### config.mk
export PLATFORM = sky130hd
export DESIGN_NAME = aging_priority_process_scheduler_top
export DESIGN_NICKNAME = d
export VERILOG_FILES = /design/src/rtl/apps_pkg.sv /design/src/rtl/aging_priority_process_scheduler_top.sv
export SDC_FILE = /design/constraint.sdc
export NUM_CORES = 1
export LEC_CHECK = 0
export ABC_AREA = 1
export BUFFER_PORTS_ARGS = -buffer_cell sky130_fd_sc_hd__buf_2
export CORE_MARGIN = 4
export CORE_UTILIZATION = 63
export CTS_CLUSTER_SIZE = 28
export DETAILED_ROUTE_END_ITERATION = 12
export GPL_ROUTABILITY_DRIVEN = 0
export PLACE_DENSITY = 0.76
export RECOVER_POWER = 50
export SETUP_SLACK_MARGIN = 0.02
export SKIP_LAST_GASP = 1
export SLEW_MARGIN = 20
export SYNTH_ARGS = -nofsm -noshare
export SYNTH_HDL_FRONTEND = slang
export SYNTH_SLANG_ARGS = --single-unit
### constraint.sdc
create_clock -name clk -period 5.8 [get_ports clk]
set_input_delay 0.58 -clock clk [delete_from_list [all_inputs] [get_ports clk]]
set_output_delay 0.58 -clock clk [all_outputs]
set_load 0.05 [all_outputs]
### src/rtl/apps_pkg.sv
// Shared types and codes for the aging priority process scheduler.
// Holds the sequencer state enum and the operation, status, outcome and mode codes.
// No dependencies.
package apps_pkg;

  // Operation codes of one input word
  localparam logic [2:0] OP_TICK   = 3'd0;
  localparam logic [2:0] OP_CREATE = 3'd1;
  localparam logic [2:0] OP_EXIT   = 3'd2;
  localparam logic [2:0] OP_KILL   = 3'd3;
  localparam logic [2:0] OP_PRIO   = 3'd4;

  // Slot status codes
  localparam logic [1:0] ST_TERM  = 2'd0;
  localparam logic [1:0] ST_READY = 2'd1;
  localparam logic [1:0] ST_EXEC  = 2'd2;

  // Outcome codes
  localparam logic [1:0] OUT_OK        = 2'd0;
  localparam logic [1:0] OUT_NOT_ALIVE = 2'd1;
  localparam logic [1:0] OUT_FULL      = 2'd2;

  // Scheduling modes
  localparam logic MODE_RR  = 1'b0;
  localparam logic MODE_PRI = 1'b1;

  // Base priority width
  localparam int BASE_W = 4;

  typedef enum logic [3:0] {
    S_IDLE,
    S_DISPATCH,
    S_MODIFY,
    S_SCHED,
    S_SCAN,
    S_SCAN_END,
    S_SW_RD_OLD,
    S_SW_WR_OLD,
    S_SW_RD_NEW,
    S_SW_WR_NEW,
    S_DONE
  } state_t;

endpackage

### src/rtl/aging_priority_process_scheduler_top.sv
// Top level of the aging priority process scheduler: slot table memory and sequencer.
// Depends on apps_pkg for the state enum and the operation, status and outcome codes.
//
// The block keeps a table of SLOTS process slots (status, age, base priority) in a
// single-port-write, registered-read memory, plus the running slot, the highest slot
// in use and a live count. Each request word is one operation: tick, create, exit,
// kill or set priority; each yields exactly one response word. The sequencer walks
// the table through one memory read per cycle, pipelined with the matching
// read-modify-write. A priority schedule or a create scans slots 0..highest_slot;
// round robin scans only the slots above the running one.
// The request side stalls while an operation is in progress; the next request is
// taken while the previous response still sits in the output register. Table
// entries not yet written since reset read as their reset values through one valid
// flop per slot, so no clearing pass is needed after reset.
module aging_priority_process_scheduler_top #(
  parameter int SLOTS    = 32,
  parameter int AGE_BITS = 16
) (
  input  logic       clk,
  input  logic       rst,
  // configuration
  input  logic       cfg_write,
  input  logic       cfg_data,
  // request channel
  input  logic       req_valid,
  output logic       req_stall,
  input  logic [2:0] operation,
  input  logic [4:0] target_slot,
  input  logic [3:0] new_priority,
  // response channel
  output logic       rsp_valid,
  input  logic       rsp_stall,
  output logic [4:0] running_now,
  output logic [4:0] created_slot,
  output logic       switched,
  output logic [1:0] outcome
);

  localparam int SLOT_W = (SLOTS > 2) ? $clog2(SLOTS) : 1;
  localparam int LIVE_W = $clog2(SLOTS + 1);
  localparam int TGT_W  = (SLOT_W > 5) ? SLOT_W + 1 : 6;
  localparam int BW     = apps_pkg::BASE_W;
  localparam int ENT_W  = 2 + AGE_BITS + BW;
  localparam int SUM_W  = AGE_BITS + 1;

  // Sequencer
  apps_pkg::state_t state, state_next;

  // Latched request
  logic [2:0]        op,   op_next;
  logic [TGT_W-1:0]  tgt,  tgt_next;
  logic [BW-1:0]     prio, prio_next;

  // Scheduler state
  logic [SLOT_W-1:0] running, running_next;
  logic [SLOT_W-1:0] highest, highest_next;
  logic [LIVE_W-1:0] live,    live_next;
  logic              sched_mode;

  // Per-operation working registers
  logic [SLOT_W-1:0] next_slot, next_slot_next;
  logic [SLOT_W-1:0] created,   created_next;
  logic [1:0]        result,    result_next;
  logic              sw,        sw_next;
  logic              crt,       crt_next;
  logic              found,     found_next;
  logic [SLOT_W-1:0] best_idx,  best_idx_next;
  logic [SUM_W-1:0]  best,      best_next;
  logic [SLOT_W-1:0] scan_idx,  scan_idx_next;
  logic              scan_run,  scan_run_next;
  logic              p_valid,   p_valid_next;

  // Response load
  logic              rsp_load;

  // Slot table memory
  logic [ENT_W-1:0]  mem [SLOTS];
  logic [SLOTS-1:0]  vld;
  logic [SLOT_W-1:0] mem_raddr;
  logic              mem_we;
  logic [ENT_W-1:0]  mem_wdata;
  logic [ENT_W-1:0]  rd_data;
  logic              rd_vld;
  logic [SLOT_W-1:0] rd_addr_q;

  // Decoded read entry
  logic [ENT_W-1:0]    ent;
  logic [1:0]          ent_status;
  logic [AGE_BITS-1:0] ent_age;
  logic [BW-1:0]       ent_base;
  logic                ent_alive;
  logic [AGE_BITS-1:0] ent_age_inc;
  logic [SUM_W-1:0]    ent_sum;

  logic                tgt_oor;
  logic [SLOT_W-1:0]   tgt_idx;
  logic                scan_pri;
  logic                scan_rr;
  logic                table_full;

  // An entry never written since reset reads as its reset value
  assign ent = rd_vld ? rd_data :
               (rd_addr_q == '0) ? {apps_pkg::ST_EXEC, {AGE_BITS{1'b0}}, BW'(1)}
                                 : {apps_pkg::ST_TERM, {AGE_BITS{1'b0}}, BW'(0)};

  assign ent_status  = ent[ENT_W-1 -: 2];
  assign ent_age     = ent[AGE_BITS+BW-1:BW];
  assign ent_base    = ent[BW-1:0];
  assign ent_alive   = (ent_status == apps_pkg::ST_READY) ||
                       (ent_status == apps_pkg::ST_EXEC);
  assign ent_age_inc = (ent_age == {AGE_BITS{1'b1}}) ? ent_age : ent_age + 1'b1;
  assign ent_sum     = {1'b0, ent_age} + SUM_W'(ent_base);

  assign tgt_oor    = (tgt >= TGT_W'(SLOTS));
  assign tgt_idx    = tgt[SLOT_W-1:0];
  assign scan_pri   = (op != apps_pkg::OP_CREATE) && (sched_mode == apps_pkg::MODE_PRI);
  assign scan_rr    = (op != apps_pkg::OP_CREATE) && (sched_mode == apps_pkg::MODE_RR);
  assign table_full = !found && (highest == SLOT_W'(SLOTS - 1));

  assign req_stall = (state != apps_pkg::S_IDLE);

  // Next state
  always_comb begin
    state_next = state;
    case (state)
      apps_pkg::S_IDLE: begin
        if (req_valid) state_next = apps_pkg::S_DISPATCH;
      end
      apps_pkg::S_DISPATCH: begin
        case (op)
          apps_pkg::OP_TICK:   state_next = apps_pkg::S_SCHED;
          apps_pkg::OP_CREATE: state_next = apps_pkg::S_SCAN;
          apps_pkg::OP_EXIT:   state_next = apps_pkg::S_MODIFY;
          apps_pkg::OP_KILL:   state_next = tgt_oor ? apps_pkg::S_DONE : apps_pkg::S_MODIFY;
          apps_pkg::OP_PRIO:   state_next = apps_pkg::S_MODIFY;
          default:             state_next = apps_pkg::S_DONE;
        endcase
      end
      apps_pkg::S_MODIFY: begin
        case (op)
          apps_pkg::OP_EXIT: state_next = apps_pkg::S_SCHED;
          apps_pkg::OP_KILL: state_next = ent_alive ? apps_pkg::S_SCHED : apps_pkg::S_DONE;
          default:           state_next = apps_pkg::S_DONE;
        endcase
      end
      apps_pkg::S_SCHED: begin
        if (live <= LIVE_W'(1))                   state_next = apps_pkg::S_DONE;
        else if (sched_mode == apps_pkg::MODE_PRI) state_next = apps_pkg::S_SCAN;
        else if (running < highest)               state_next = apps_pkg::S_SCAN;
        else                                      state_next = apps_pkg::S_SW_RD_OLD;
      end
      apps_pkg::S_SCAN: begin
        if (!scan_run && p_valid) state_next = apps_pkg::S_SCAN_END;
      end
      apps_pkg::S_SCAN_END: begin
        if (op == apps_pkg::OP_CREATE && table_full) state_next = apps_pkg::S_DONE;
        else                                         state_next = apps_pkg::S_SW_RD_OLD;
      end
      apps_pkg::S_SW_RD_OLD: state_next = apps_pkg::S_SW_WR_OLD;
      apps_pkg::S_SW_WR_OLD: state_next = apps_pkg::S_SW_RD_NEW;
      apps_pkg::S_SW_RD_NEW: state_next = apps_pkg::S_SW_WR_NEW;
      apps_pkg::S_SW_WR_NEW: state_next = apps_pkg::S_DONE;
      apps_pkg::S_DONE: begin
        if (!rsp_valid || !rsp_stall) state_next = apps_pkg::S_IDLE;
      end
      default: state_next = apps_pkg::S_IDLE;
    endcase
  end

  // Datapath and memory control
  always_comb begin
    op_next        = op;
    tgt_next       = tgt;
    prio_next      = prio;
    running_next   = running;
    highest_next   = highest;
    live_next      = live;
    next_slot_next = next_slot;
    created_next   = created;
    result_next    = result;
    sw_next        = sw;
    crt_next       = crt;
    found_next     = found;
    best_idx_next  = best_idx;
    best_next      = best;
    scan_idx_next  = scan_idx;
    scan_run_next  = scan_run;
    p_valid_next   = 1'b0;
    mem_raddr      = running;
    mem_we         = 1'b0;
    mem_wdata      = ent;
    rsp_load       = 1'b0;

    case (state)
      apps_pkg::S_IDLE: begin
        // latch the request word and clear per-operation results
        if (req_valid) begin
          op_next      = operation;
          tgt_next     = TGT_W'(target_slot);
          prio_next    = new_priority;
          created_next = '0;
          result_next  = apps_pkg::OUT_OK;
          sw_next      = 1'b0;
          crt_next     = 1'b0;
        end
      end
      apps_pkg::S_DISPATCH: begin
        case (op)
          apps_pkg::OP_CREATE: begin
            scan_idx_next = '0;
            scan_run_next = 1'b1;
            found_next    = 1'b0;
          end
          apps_pkg::OP_KILL: begin
            if (tgt_oor) result_next = apps_pkg::OUT_NOT_ALIVE;
            mem_raddr = tgt_idx;
          end
          default: mem_raddr = running;
        endcase
      end
      apps_pkg::S_MODIFY: begin
        case (op)
          apps_pkg::OP_EXIT: begin
            mem_we    = 1'b1;
            mem_wdata = {apps_pkg::ST_TERM, ent_age, ent_base};
            if (live > LIVE_W'(1)) live_next = live - 1'b1;
          end
          apps_pkg::OP_KILL: begin
            if (ent_alive) begin
              mem_we    = 1'b1;
              mem_wdata = {apps_pkg::ST_TERM, ent_age, ent_base};
              if (live > LIVE_W'(1)) live_next = live - 1'b1;
            end else begin
              result_next = apps_pkg::OUT_NOT_ALIVE;
            end
          end
          apps_pkg::OP_PRIO: begin
            mem_we    = 1'b1;
            mem_wdata = {ent_status, {AGE_BITS{1'b0}}, prio};
          end
          default: mem_we = 1'b0;
        endcase
      end
      apps_pkg::S_SCHED: begin
        // priority scans every used slot, round robin those above the running one
        found_next = 1'b0;
        best_next  = '0;
        if (live > LIVE_W'(1)) begin
          if (sched_mode == apps_pkg::MODE_PRI) begin
            scan_idx_next = '0;
            scan_run_next = 1'b1;
          end else if (running < highest) begin
            scan_idx_next = running + 1'b1;
            scan_run_next = 1'b1;
          end else begin
            next_slot_next = '0;
            sw_next        = 1'b1;
          end
        end
      end
      apps_pkg::S_SCAN: begin
        // issue one read per cycle, process the word read last cycle
        if (scan_run) begin
          mem_raddr    = scan_idx;
          p_valid_next = 1'b1;
          if (scan_idx == highest) scan_run_next = 1'b0;
          else                     scan_idx_next = scan_idx + 1'b1;
        end
        if (p_valid) begin
          if (scan_pri) begin
            mem_we    = 1'b1;
            mem_wdata = {ent_status, ent_age_inc, ent_base};
            if (ent_alive && (!found || ent_sum > best)) begin
              found_next    = 1'b1;
              best_next     = ent_sum;
              best_idx_next = rd_addr_q;
            end
          end else if (scan_rr) begin
            if (ent_alive && !found) begin
              found_next    = 1'b1;
              best_idx_next = rd_addr_q;
            end
          end else begin
            if (ent_status == apps_pkg::ST_TERM && !found) begin
              found_next    = 1'b1;
              best_idx_next = rd_addr_q;
            end
          end
        end
      end
      apps_pkg::S_SCAN_END: begin
        if (op == apps_pkg::OP_CREATE) begin
          if (found) begin
            next_slot_next = best_idx;
            created_next   = best_idx;
            crt_next       = 1'b1;
            if (live < LIVE_W'(SLOTS)) live_next = live + 1'b1;
          end else if (!table_full) begin
            highest_next   = highest + 1'b1;
            next_slot_next = highest + 1'b1;
            created_next   = highest + 1'b1;
            crt_next       = 1'b1;
            if (live < LIVE_W'(SLOTS)) live_next = live + 1'b1;
          end else begin
            result_next = apps_pkg::OUT_FULL;
          end
        end else begin
          next_slot_next = found ? best_idx : '0;
          sw_next        = 1'b1;
        end
      end
      apps_pkg::S_SW_RD_OLD: mem_raddr = running;
      apps_pkg::S_SW_WR_OLD: begin
        // old running slot drops to ready unless it was terminated
        mem_we    = 1'b1;
        mem_wdata = {(ent_status == apps_pkg::ST_TERM) ? apps_pkg::ST_TERM
                                                       : apps_pkg::ST_READY,
                     ent_age, ent_base};
      end
      apps_pkg::S_SW_RD_NEW: mem_raddr = next_slot;
      apps_pkg::S_SW_WR_NEW: begin
        mem_we       = 1'b1;
        mem_wdata    = {apps_pkg::ST_EXEC, {AGE_BITS{1'b0}}, crt ? BW'(0) : ent_base};
        running_next = next_slot;
      end
      apps_pkg::S_DONE: begin
        if (!rsp_valid || !rsp_stall) rsp_load = 1'b1;
      end
      default: mem_we = 1'b0;
    endcase
  end

  // Control registers
  always_ff @(posedge clk) begin
    if (rst) begin
      state      <= apps_pkg::S_IDLE;
      running    <= '0;
      highest    <= '0;
      live       <= LIVE_W'(1);
      sched_mode <= apps_pkg::MODE_PRI;
      scan_run   <= 1'b0;
      p_valid    <= 1'b0;
      rsp_valid  <= 1'b0;
    end else begin
      state    <= state_next;
      running  <= running_next;
      highest  <= highest_next;
      live     <= live_next;
      scan_run <= scan_run_next;
      p_valid  <= p_valid_next;
      if (cfg_write) sched_mode <= cfg_data;
      if (rsp_load)        rsp_valid <= 1'b1;
      else if (!rsp_stall) rsp_valid <= 1'b0;
    end
  end

  // Working registers
  always_ff @(posedge clk) begin
    op        <= op_next;
    tgt       <= tgt_next;
    prio      <= prio_next;
    next_slot <= next_slot_next;
    created   <= created_next;
    result    <= result_next;
    sw        <= sw_next;
    crt       <= crt_next;
    found     <= found_next;
    best_idx  <= best_idx_next;
    best      <= best_next;
    scan_idx  <= scan_idx_next;
    if (rsp_load) begin
      running_now  <= 5'(running);
      created_slot <= 5'(created);
      switched     <= sw;
      outcome      <= result;
    end
  end

  // Slot table: write at the address last read, registered read
  always_ff @(posedge clk) begin
    if (mem_we) mem[rd_addr_q] <= mem_wdata;
    rd_data   <= mem[mem_raddr];
    rd_addr_q <= mem_raddr;
  end

  // Written flags per slot
  always_ff @(posedge clk) begin
    if (rst) begin
      vld    <= '0;
      rd_vld <= 1'b0;
    end else begin
      if (mem_we) vld[rd_addr_q] <= 1'b1;
      rd_vld <= vld[mem_raddr];
    end
  end

endmodule
-- After elaboration in Yosys (flattened, before gate mapping)
Memories as Yosys holds them, arrays and structs flattened. A register that Yosys moved wholly into a read port is not among the register bits.
Index checks and enable logic that the tools add are counted.
- add/subtract/negate cells: 7
- multiply operators: 0
- div/mod/pow operators: 0
- magnitude comparators: 9
- eq/ne operators: 51
- shift-type cells: 0
- multiplexer cells: 110
- bitwise logic cells: 5
- reduce and logical (&&, ||, !) cells: 45
- operators with widths (kind ; count):
    two-way mux 5 bit ; 22
    case mux 22 bit (4 select lines) ; 1
    two-way mux 22 bit ; 3
    case mux 22 bit (3 select lines) ; 1
    two-way mux 17 bit ; 3
    case mux 4 bit (11 select lines) ; 1
    two-way mux 20 bit ; 2
    != test 2 bit (second input constant) ; 20
    two-way mux 6 bit ; 6
    two-way mux 1 bit ; 34
    case mux 17 bit (2 select lines) ; 1
    two-way mux 4 bit ; 8
    bitwise OR 32 bit ; 1
    case mux 5 bit (3 select lines) ; 2
    case mux 6 bit (2 select lines) ; 2
    two-way mux 2 bit ; 10
    case mux 5 bit (2 select lines) ; 2
    AND reduction 6 bit ; 3
    adder 16 x 4 -> 17 bit ; 1
    greater-than comparator 17 bit ; 1
    adder 16 x 1 -> 16 bit (second input constant) ; 1
    == test 16 bit (second input constant) ; 1
    == test 4 x 3 -> 1 bit (second input constant) ; 4
    two-way mux 16 bit ; 1
    other kinds (49) ; 96
- register bits after elaboration: 129
- latch bits: 0
- bits in writable memories: 704
- memory bits (read-only): 0
- bits of input ports: 18
- logic and storage cells: 255
- memories: 1
- memory list (name ; depth ; bits a word ; read ports ; clocked after Yosys merged registers in ; wr ports ; line ; text):
    mem ; 32 ; 22 ; 1 ; 1 ; 1 ; aging_priority_process_scheduler_top.sv:77 ; logic [ENT_W-1:0] mem [SLOTS];

-- Depth between registers and ports, before layout
Gate-level depths: netlist of run 1.
- depth after elaboration: 11
- depth in mapped cells: 29

-- Least setup slack after synthesis of run 1
Ideal clock, no wire load.
- path type: register to register
- start: register rd_vld
- end: register best[0], enable pin
- setup time: 369 ps
- arrival: 3970 ps
- data required time: 5431 ps
- path slack: 1462 ps
- cell stages (with the launch flop): 25
- cells stage by stage: dfxtp_1 -> buf_2 -> buf_1 -> inv_1 -> o21ai_0 -> inv_1 -> ha_1 -> fa_1 -> nand2_1 -> inv_1 -> o21a_1 -> nor2_1 -> nor2_1 -> nand2_1 -> xor2_1 -> inv_1 -> ha_1 -> inv_1 -> nor3_1 -> a21oi_1 -> o21ai_0 -> nand2_1 -> nand3_1 -> o211ai_1 -> inv_1
- cells in the longest elaborated chain, start to end: 7
- RTL lines (element ; line ; text):
    start: declaration ; aging_priority_process_scheduler_top.sv:83 ; logic rd_vld;
    start signal: assignment ; aging_priority_process_scheduler_top.sv:393 ; rd_vld <= vld[mem_raddr];
    two-way mux 22 bit ; aging_priority_process_scheduler_top.sv:102 ; assign ent = rd_vld ? rd_data :
    adder 16 x 4 -> 17 bit ; aging_priority_process_scheduler_top.sv:112 ; assign ent_sum = {1'b0, ent_age} + SUM_W'(ent_base);
    net ent_sum[8] ; aging_priority_process_scheduler_top.sv:93 ; logic [SUM_W-1:0] ent_sum;
    greater-than comparator 17 bit ; aging_priority_process_scheduler_top.sv:273 ; if (ent_alive && (!found || ent_sum > best)) begin
    logical OR 1 bit ; aging_priority_process_scheduler_top.sv:273 ;
    logical AND 1 bit ; aging_priority_process_scheduler_top.sv:273 ;
    != test 2 bit (no line) ; - ;
    AND reduction 4 bit (no line) ; - ;
    end signal: assignment ; aging_priority_process_scheduler_top.sv:369 ; best <= best_next;
    end: declaration ; aging_priority_process_scheduler_top.sv:68 ; logic [SUM_W-1:0] best, best_next;
The timed path passes the listed nets, and every way through them passes these cells.
A chain may end at the register's enable or synchronous reset.

-- Worst setup path in the final report of run 1
- start: register state[0]
- end: memory mem[17][15] in the netlist's numbering, data pin
- cells in the longest elaborated chain, start to end: 2
- RTL lines (element ; line ; text):
    start: declaration ; aging_priority_process_scheduler_top.sv:47 ; apps_pkg::state_t state, state_next;
    start signal: assignment ; aging_priority_process_scheduler_top.sv:336 ; state <= apps_pkg::S_IDLE;
    start signal: assignment ; aging_priority_process_scheduler_top.sv:345 ; state <= state_next;
    == test 4 bit, or another cell as far along ; aging_priority_process_scheduler_top.sv:194 ; case (state)
    case mux 22 bit (4 select lines) * ; aging_priority_process_scheduler_top.sv:194 ;
    net mem_wdata[15] ; aging_priority_process_scheduler_top.sv:81 ; logic [ENT_W-1:0] mem_wdata;
    end: declaration ; aging_priority_process_scheduler_top.sv:77 ;
The timed path passes the listed nets; every way through them passes the cells marked *.

==> metrics, run 1 <==
status complete, but fails checks; failing checks capacitance limit, slew limit; commonest non-fill, non-tap cell in the layout edfxtp_1; library cells used by synthesis 50; Clock power frac 24.0%; Warnings, synthesis 0; TritonCTS Buffers 86; Hold Buf Count CTS 0; DR DRC count 0; Cell Pwr Density 545.3 mW/mm²; I/O Buffers 32; Hold Crit Class in2reg; Initial Util 63.71%; Detail Placement HPWL 56.52 mm; synthesized area 0.03760 mm²; drt first-iter violations 3307; Worst Path Arrival 5.90 ns; Total GRT Usage 30.16%; row count 89; Cells on Worst Hold Path 1; most frequent cells in the layout 771 x edfxtp_1, 728 x nand2_1, 633 x inv_1; busiest grt layer met2; Comb power frac 41.8%; Main synth FF type edfxtp_1; Max H-tree Level 3; crit path launch type register; maxcap violations 20; Cell Int Power 13.05 mW; RSZ-0062 raised after global routing false; Sw Share 41.85%; met3 GRT Util 5.660%; Max IR drop VDD 0.0007710 V; met1 usage 41.09%; Post-Syn Nets 3589; switching pwr 9.393 mW; hold endpoint op[0]; Peak Freq 0.1833 GHz; initial antenna violation count 1; Die Y 252.3 µm; EDFF count, synth 771; grt met2 use 48.00%; die area 0.06366 mm²; Seq/Total Area, Yosys 66.05%; crit share post-route 94.04%; clock tree root buffer cell clkbuf_16; # setup viols final 0; critical path class reg2reg; Area Growth Syn to Fin 9.464%; post-CTS setup buffers 0; first-pass GRT wire length 146.8 mm; Post-Route Setup TNS 0 ns; CP Max Fanout 18; ANT nets after route 0; clk slew on worst S/H paths 0.06 ns; reg2reg start state[0]; minimum clock period 5.454 ns; Final #Nets 3609; endpoint class of the critical path register; largest net degree at the start of global routing 231; LEAKAGE 16.92 nW; worst-margin pin slew 2.525 ns; Final Max Tran Viols 588; Layout Skew 0.01415 ns; Syn Area/Cell 10.64 µm²; chip width 252.3 µm; # resized after CTS 0; Register-to-Register Setup Slack 0.35 ns; Cell Count, Final, Fillers Out 4395; Ports 33; reg2reg path depth 10; data required time of the critical path 6.25 ns; grt ovf 0; Final Hold Fails 0; Rel. slew slack -70.10%; post-placement cell count 4239; via count 26550; Sink Count 855; Yosys reg bits 855; vias per cell 6.040; async set or reset register ratio after synthesis 0%; post-synthesis cell count 3535; CTS tree built; via count of the first global-routing pass 25650; WL/cell 22.07 µm; clk_lat worst skew 0.63 ns; routed wire length 96.98 mm; # diodes 0; Reg power frac 34.2%; overall power 22.44 mW; dpl cell area 0.03861 mm²; Critical R2R Capture mem[17][15]; hold_sp operation[0]; final design instance area without fill 0.04116 mm²; clk buf depth 3; Core ar. 0.05902 mm²; share of cells above drive strength 1 6.046%; TritonRoute pass-1 iters 6
worst max-delay path, cell delays in order (launching register included):
cell and delay (ns):
dfxtp_1 0.41, inv_1 0.11, nand2_1 0.15, nor2_1 0.18, clkbuf_1 0.47, nor3_1 0.84, nor2_1 0.26, inv_1 0.31
nor2_1 0.15, o21ai_0 1.92, buf_4 0.47
layer usage:
layer  vias to the layer above  routed length (µm)
met4                         0                4893
met1                     12640               36800
met3                       312               10660
met2                      1534               44630
met5                         -                   0
li1                      12060                   -
synth_stat cells (2+ instances only):
| master | number | share of area (%) |
|---|---|---|
| nor3_2 | 2 | 0.053 |
| nor4_1 | 3 | 0.050 |
| o211ai_1 | 281 | 5.6 |
| nor2_2 | 5 | 0.083 |
| o21bai_1 | 2 | 0.040 |
| xor2_1 | 16 | 0.37 |
| a21oi_1 | 71 | 0.95 |
| nand4_1 | 9 | 0.15 |
| nand3b_1 | 4 | 0.080 |
| nand2_1 | 727 | 7.3 |
| nand3_1 | 418 | 5.6 |
| buf_2 | 115 | 1.5 |
| ha_1 | 35 | 1.2 |
| o221ai_1 | 3 | 0.070 |
| o21a_1 | 7 | 0.14 |
| buf_1 | 8 | 0.080 |
| nor2_1 | 132 | 1.3 |
| inv_1 | 639 | 6.4 |
| o31ai_1 | 5 | 0.10 |
| xnor2_1 | 5 | 0.12 |
| clkinv_1 | 2 | 0.020 |
| nor3_1 | 21 | 0.28 |
| dfxtp_1 | 84 | 4.5 |
| a22o_1 | 2 | 0.047 |
| buf_4 | 7 | 0.14 |
| a31oi_1 | 7 | 0.12 |
| buf_6 | 3 | 0.090 |
| a2111oi_0 | 2 | 0.047 |
| a21boi_0 | 3 | 0.060 |
| o22ai_1 | 8 | 0.13 |
| or3_1 | 2 | 0.033 |
| inv_2 | 13 | 0.13 |
| nand2_2 | 7 | 0.12 |
| a211oi_1 | 6 | 0.12 |
| edfxtp_1 | 771 | 62 |
| o21ai_0 | 52 | 0.69 |
| o21ai_1 | 6 | 0.080 |
| clkbuf_1 | 40 | 0.40 |
power by group through the flow:
stage / clock, mW / sequential [mW] / combinational (mW)
global route: 5.68 / 7.69 / 10.1
global placement: 0 / 7.76 / 8.89
finish: 5.38 / 7.68 / 9.38
CTS: 5.43 / 7.64 / 9.24
detailed placement: 0 / 7.76 / 9.14
floorplan: 0 / 7.70 / 6.21
per-stage QoR:
step	worst slack, ns	util, %	hold WS (ns)
6_report	0.3459	69.74	0.1330
3_5_place_dp	1.044	65.43	0.4083
3_3_place_gp	1.146	65.40	0.4152
5_1_grt	0.2681	69.74	0.1226
4_1_cts	0.9811	70.03	0.1128
2_1_floorplan	1.462	-	0.4003
layout make-up:
cell class	instances	area, µm²
Tap cell	773	967.2
Clock inverter	36	290.3
Multi-Input combinational cell	1853	9517
Timing Repair Buffer	105	658.1
Sequential cell	855	24830
Inverter	654	2462
Clock buffer	119	2430
Fill cell	4126	17860
flip-flops by register name (all words and copies together), names as in the netlist, 3 cells and up:
signal / flops
rd_addr_q: 5
running_now: 5
live: 6
vld: 32
running: 5
highest: 5
prio: 4
next_slot: 5
created: 5
rd_data: 22
mem: 704
best: 17
state: 4
created_slot: 5
tgt: 5
best_idx: 5
scan_idx: 5
op: 3
worst max path at each step:
stage          slack, ns  cells past startpoint    startpoint           to
3_5_place_dp        1.04                     29  rd_addr_q[3]     best[11]
3_3_place_gp        1.15                     26        rd_vld     best[13]
4_1_cts             0.98                     26  rd_addr_q[3]     best[11]
6_report            0.35                     10      state[0]  mem[17][15]
5_1_grt             0.27                     10      state[0]  mem[17][15]
2_1_floorplan       1.46                     24        rd_vld      best[0]
cell families after synthesis:
kind of cell	after synthesis	share of synthesized area, %
and+or+nand+nor	1335	15.13
DFF	855	66.05
AOI/OAI and AO/OA	461	8.343
buffers and inverters	827	8.768
xor gates and xnor gates	21	0.4892
adders and majority gates	36	1.218
No activity file was read; power rests on OpenSTA's default activity.
==> inputs of run 2 (changes only) <==
--- a/config.mk
+++ b/config.mk
@@ -7,8 +7,10 @@
 export LEC_CHECK = 0
 export ABC_AREA = 1
 export BUFFER_PORTS_ARGS = -buffer_cell sky130_fd_sc_hd__buf_2
-export CORE_MARGIN = 4
-export CORE_UTILIZATION = 63
+export CELL_PAD_IN_SITES_DETAIL_PLACEMENT = 1
+export CELL_PAD_IN_SITES_GLOBAL_PLACEMENT = 1
+export CORE_MARGIN = 3
+export CORE_UTILIZATION = 51
 export CTS_CLUSTER_SIZE = 28
 export DETAILED_ROUTE_END_ITERATION = 12
 export GPL_ROUTABILITY_DRIVEN = 0
==> metrics, run 2 (synthesized netlist as in run 1, its figures left out) <==
status complete, but fails checks (unchanged); failing checks capacitance limit, slew limit (unchanged); CP dominant cell by count nor2_1 (unchanged); endpoint class of the critical path register (unchanged); first-pass GRT wire length 173.0 mm (was 146.8 mm); chip width 277.5 µm (was 252.3 µm); CP max stage cell clkbuf_1 (was o21ai_0); crit path launch type register (unchanged); TritonRoute pass-1 iters 5 (was 6); Detail Placement HPWL 67.49 mm (was 56.52 mm); Peak Freq 0.1880 GHz (was 0.1833 GHz); grt ovf 0 (unchanged); LEAKAGE 17.07 nW (was 16.92 nW); Max IR drop VDD 0.0006662 V (was 0.0007710 V); minimum clock period 5.318 ns (was 5.454 ns); Initial Util 52.06% (was 63.71%); crit share post-route 91.70% (was 94.04%); I/O Buffers 32 (unchanged); post-CTS setup buffers 0 (unchanged); max reg flops 704 (unchanged); switching pwr 9.948 mW (was 9.393 mW); Hold Buf Count CTS 0 (unchanged); critical path class reg2reg (unchanged); Cell Int Power 13.28 mW (was 13.05 mW); Max H-tree Level 3 (unchanged); CP Max Fanout 32 (was 18); dpl cell area 0.03897 mm² (was 0.03861 mm²); DR DRC count 0 (unchanged); final core occ 57.73% (was 69.74%); Ports 33 (unchanged); maxcap violations 23 (was 20); Comb power frac 42.3% (was 41.8%); share of cells above drive strength 1 6.150% (was 6.046%); data required time of the critical path 6.00 ns (was 6.25 ns); via count 27180 (was 26550); row count 98 (was 89); Cell Pwr Density 557.1 mW/mm² (was 545.3 mW/mm²); final design instance area without fill 0.04169 mm² (was 0.04116 mm²); via count of the first global-routing pass 28690 (was 25650); Layout Skew 0.01945 ns (was 0.01415 ns); Final #Nets 3623 (was 3609); Clock power frac 24.7% (was 24.0%); Final Hold Fails 0 (unchanged); CTS tree built (unchanged); clk_lat worst skew 0.66 ns (was 0.63 ns); drt first-iter violations 2638 (was 3307); Biggest register mem (unchanged); worst path cell trace clkbuf_1 > nand2_1 > nor2_1 > nand3_1 > nor2_1 > inv_1 > nor2_1 > nor2_1 > nand2_1 > inv_1 > nand3_1 > a31oi_1 > o21ai_0 > clkbuf_1 (was inv_1 > nand2_1 > nor2_1 > clkbuf_1 > nor3_1 > nor2_1 > inv_1 > nor2_1 > o21ai_0 > buf_4); die area 0.07702 mm² (was 0.06366 mm²); Total GRT Usage 29.58% (was 30.16%); fill cell count 7624 (was 4126); # setup viols final 0 (unchanged); Die Y 277.5 µm (was 252.3 µm); clk buf depth 3 (unchanged); WL/cell 25.02 µm (was 22.07 µm); RSZ-0062 raised after global routing false (unchanged); # resized after CTS 0 (unchanged); worst-margin pin slew 2.500 ns (was 2.525 ns); ANT nets after route 0 (unchanged); Final Max Tran Viols 656 (was 588); TritonCTS Buffers 90 (was 86); Worst path max stage delay 1.30 ns (was 1.92 ns); clock tree root buffer cell clkbuf_16 (unchanged); Reg power frac 33.0% (was 34.2%); Post-Route Setup TNS 0 ns (unchanged); Area Growth Syn to Fin 10.88% (was 9.464%); Worst Path Arrival 5.52 ns (was 5.90 ns); Core ar. 0.07222 mm² (was 0.05902 mm²); routed wire length 114.9 mm (was 96.98 mm); Rel. slew slack -66.64% (was -70.10%); commonest non-fill, non-tap cell in the layout edfxtp_1 (unchanged); Sink Count 855 (unchanged); largest net degree at the start of global routing 140 (was 231); Sw Share 42.83% (was 41.85%); most frequent cells in the layout 771 x edfxtp_1, 728 x nand2_1, 638 x inv_1 (was 771 x edfxtp_1, 728 x nand2_1, 633 x inv_1); Hold Crit Class in2reg (unchanged); initial antenna violation count 0 (was 1); vias per cell 5.916 (was 6.040); biggest regs mem: 704 flops, vld: 32 flops, rd_data: 22 flops (unchanged); clk slew on worst S/H paths 0.06 ns (about the same)
[run 2: cell count changes in the layout (fill, tap and decap cells not counted), sizes merged]
cell,delta
bufinv,+3
clkinv,-3
inv,+6
clkbuf,+4
buf,+9
diode,+2
clkinvlp,+1
[run 2: layout make-up]
class | count | area [µm²] | share of cell area (%)
Clock buffer | 122 | 2455 | 5.888
Multi-Input combinational cell | 1853 | 9524 | 22.84
Antenna cell | 2 | 5.005 | 0.01200
Tap cell | 950 | 1189 | 2.851
Sequential cell | 855 | 24830 | 59.56
Clock inverter | 43 | 452.9 | 1.086
Inverter | 654 | 2465 | 5.912
Timing Repair Buffer | 115 | 768.2 | 1.843
[run 2: final timing paths]
kind | slack [ns] | startpoint | endpoint | depth (start not counted)
min | 0.11 | target_slot[1] | tgt[1] | 1
max | 0.48 | rd_vld | mem[8][11] | 14
min reg2reg | 0.43 | result[1] | outcome[1] | 0
max reg2reg | 0.48 | rd_vld | mem[8][11] | 14
[run 2: routing by layer]
metal | share of wire [%] | vias up | global-route usage, %
li1 | - | 12100 | -
met1 | 40 | 13710 | 37.89
met2 | 48 | 1045 | 49.54
met3 | 6.7 | 325 | 4.469
met4 | 4.9 | 0 | 14.20
met5 | 0 | - | 0
[run 2: critical path: cells and delay by family, from the launching register on]
kind | cells | cell delay (ns)
buf+inv | 4 | 2.28
simple gates | 8 | 1.80
compound gates | 2 | 0.41
flops | 1 | 0.33
[run 2: power groups by stage]
stage	Sequential [mW]	Clock (mW)	Combinational (mW)
floorplan	7.70	0	6.21
detailed placement	7.76	0	9.60
global route	7.69	6.07	10.6
finish	7.67	5.74	9.82
CTS	7.63	5.80	9.77
global placement	7.74	0	9.22
[run 2: through the flow]
| stage | instances | hold WS, ns | total power, mW | setup slack (ns) |
|---|---|---|---|---|
| finish | 4594 | 0.1067 | 23.23 | 0.4817 |
| global route | 4592 | 0.09109 | 24.36 | 0.1313 |
| CTS | 4592 | 0.08755 | 23.20 | 0.7156 |
| detailed placement | 4427 | 0.4273 | 17.36 | 0.7978 |
| global placement | 4426 | 0.4022 | 16.96 | 1.003 |
| floorplan | 3535 | 0.4003 | 13.91 | 1.462 |
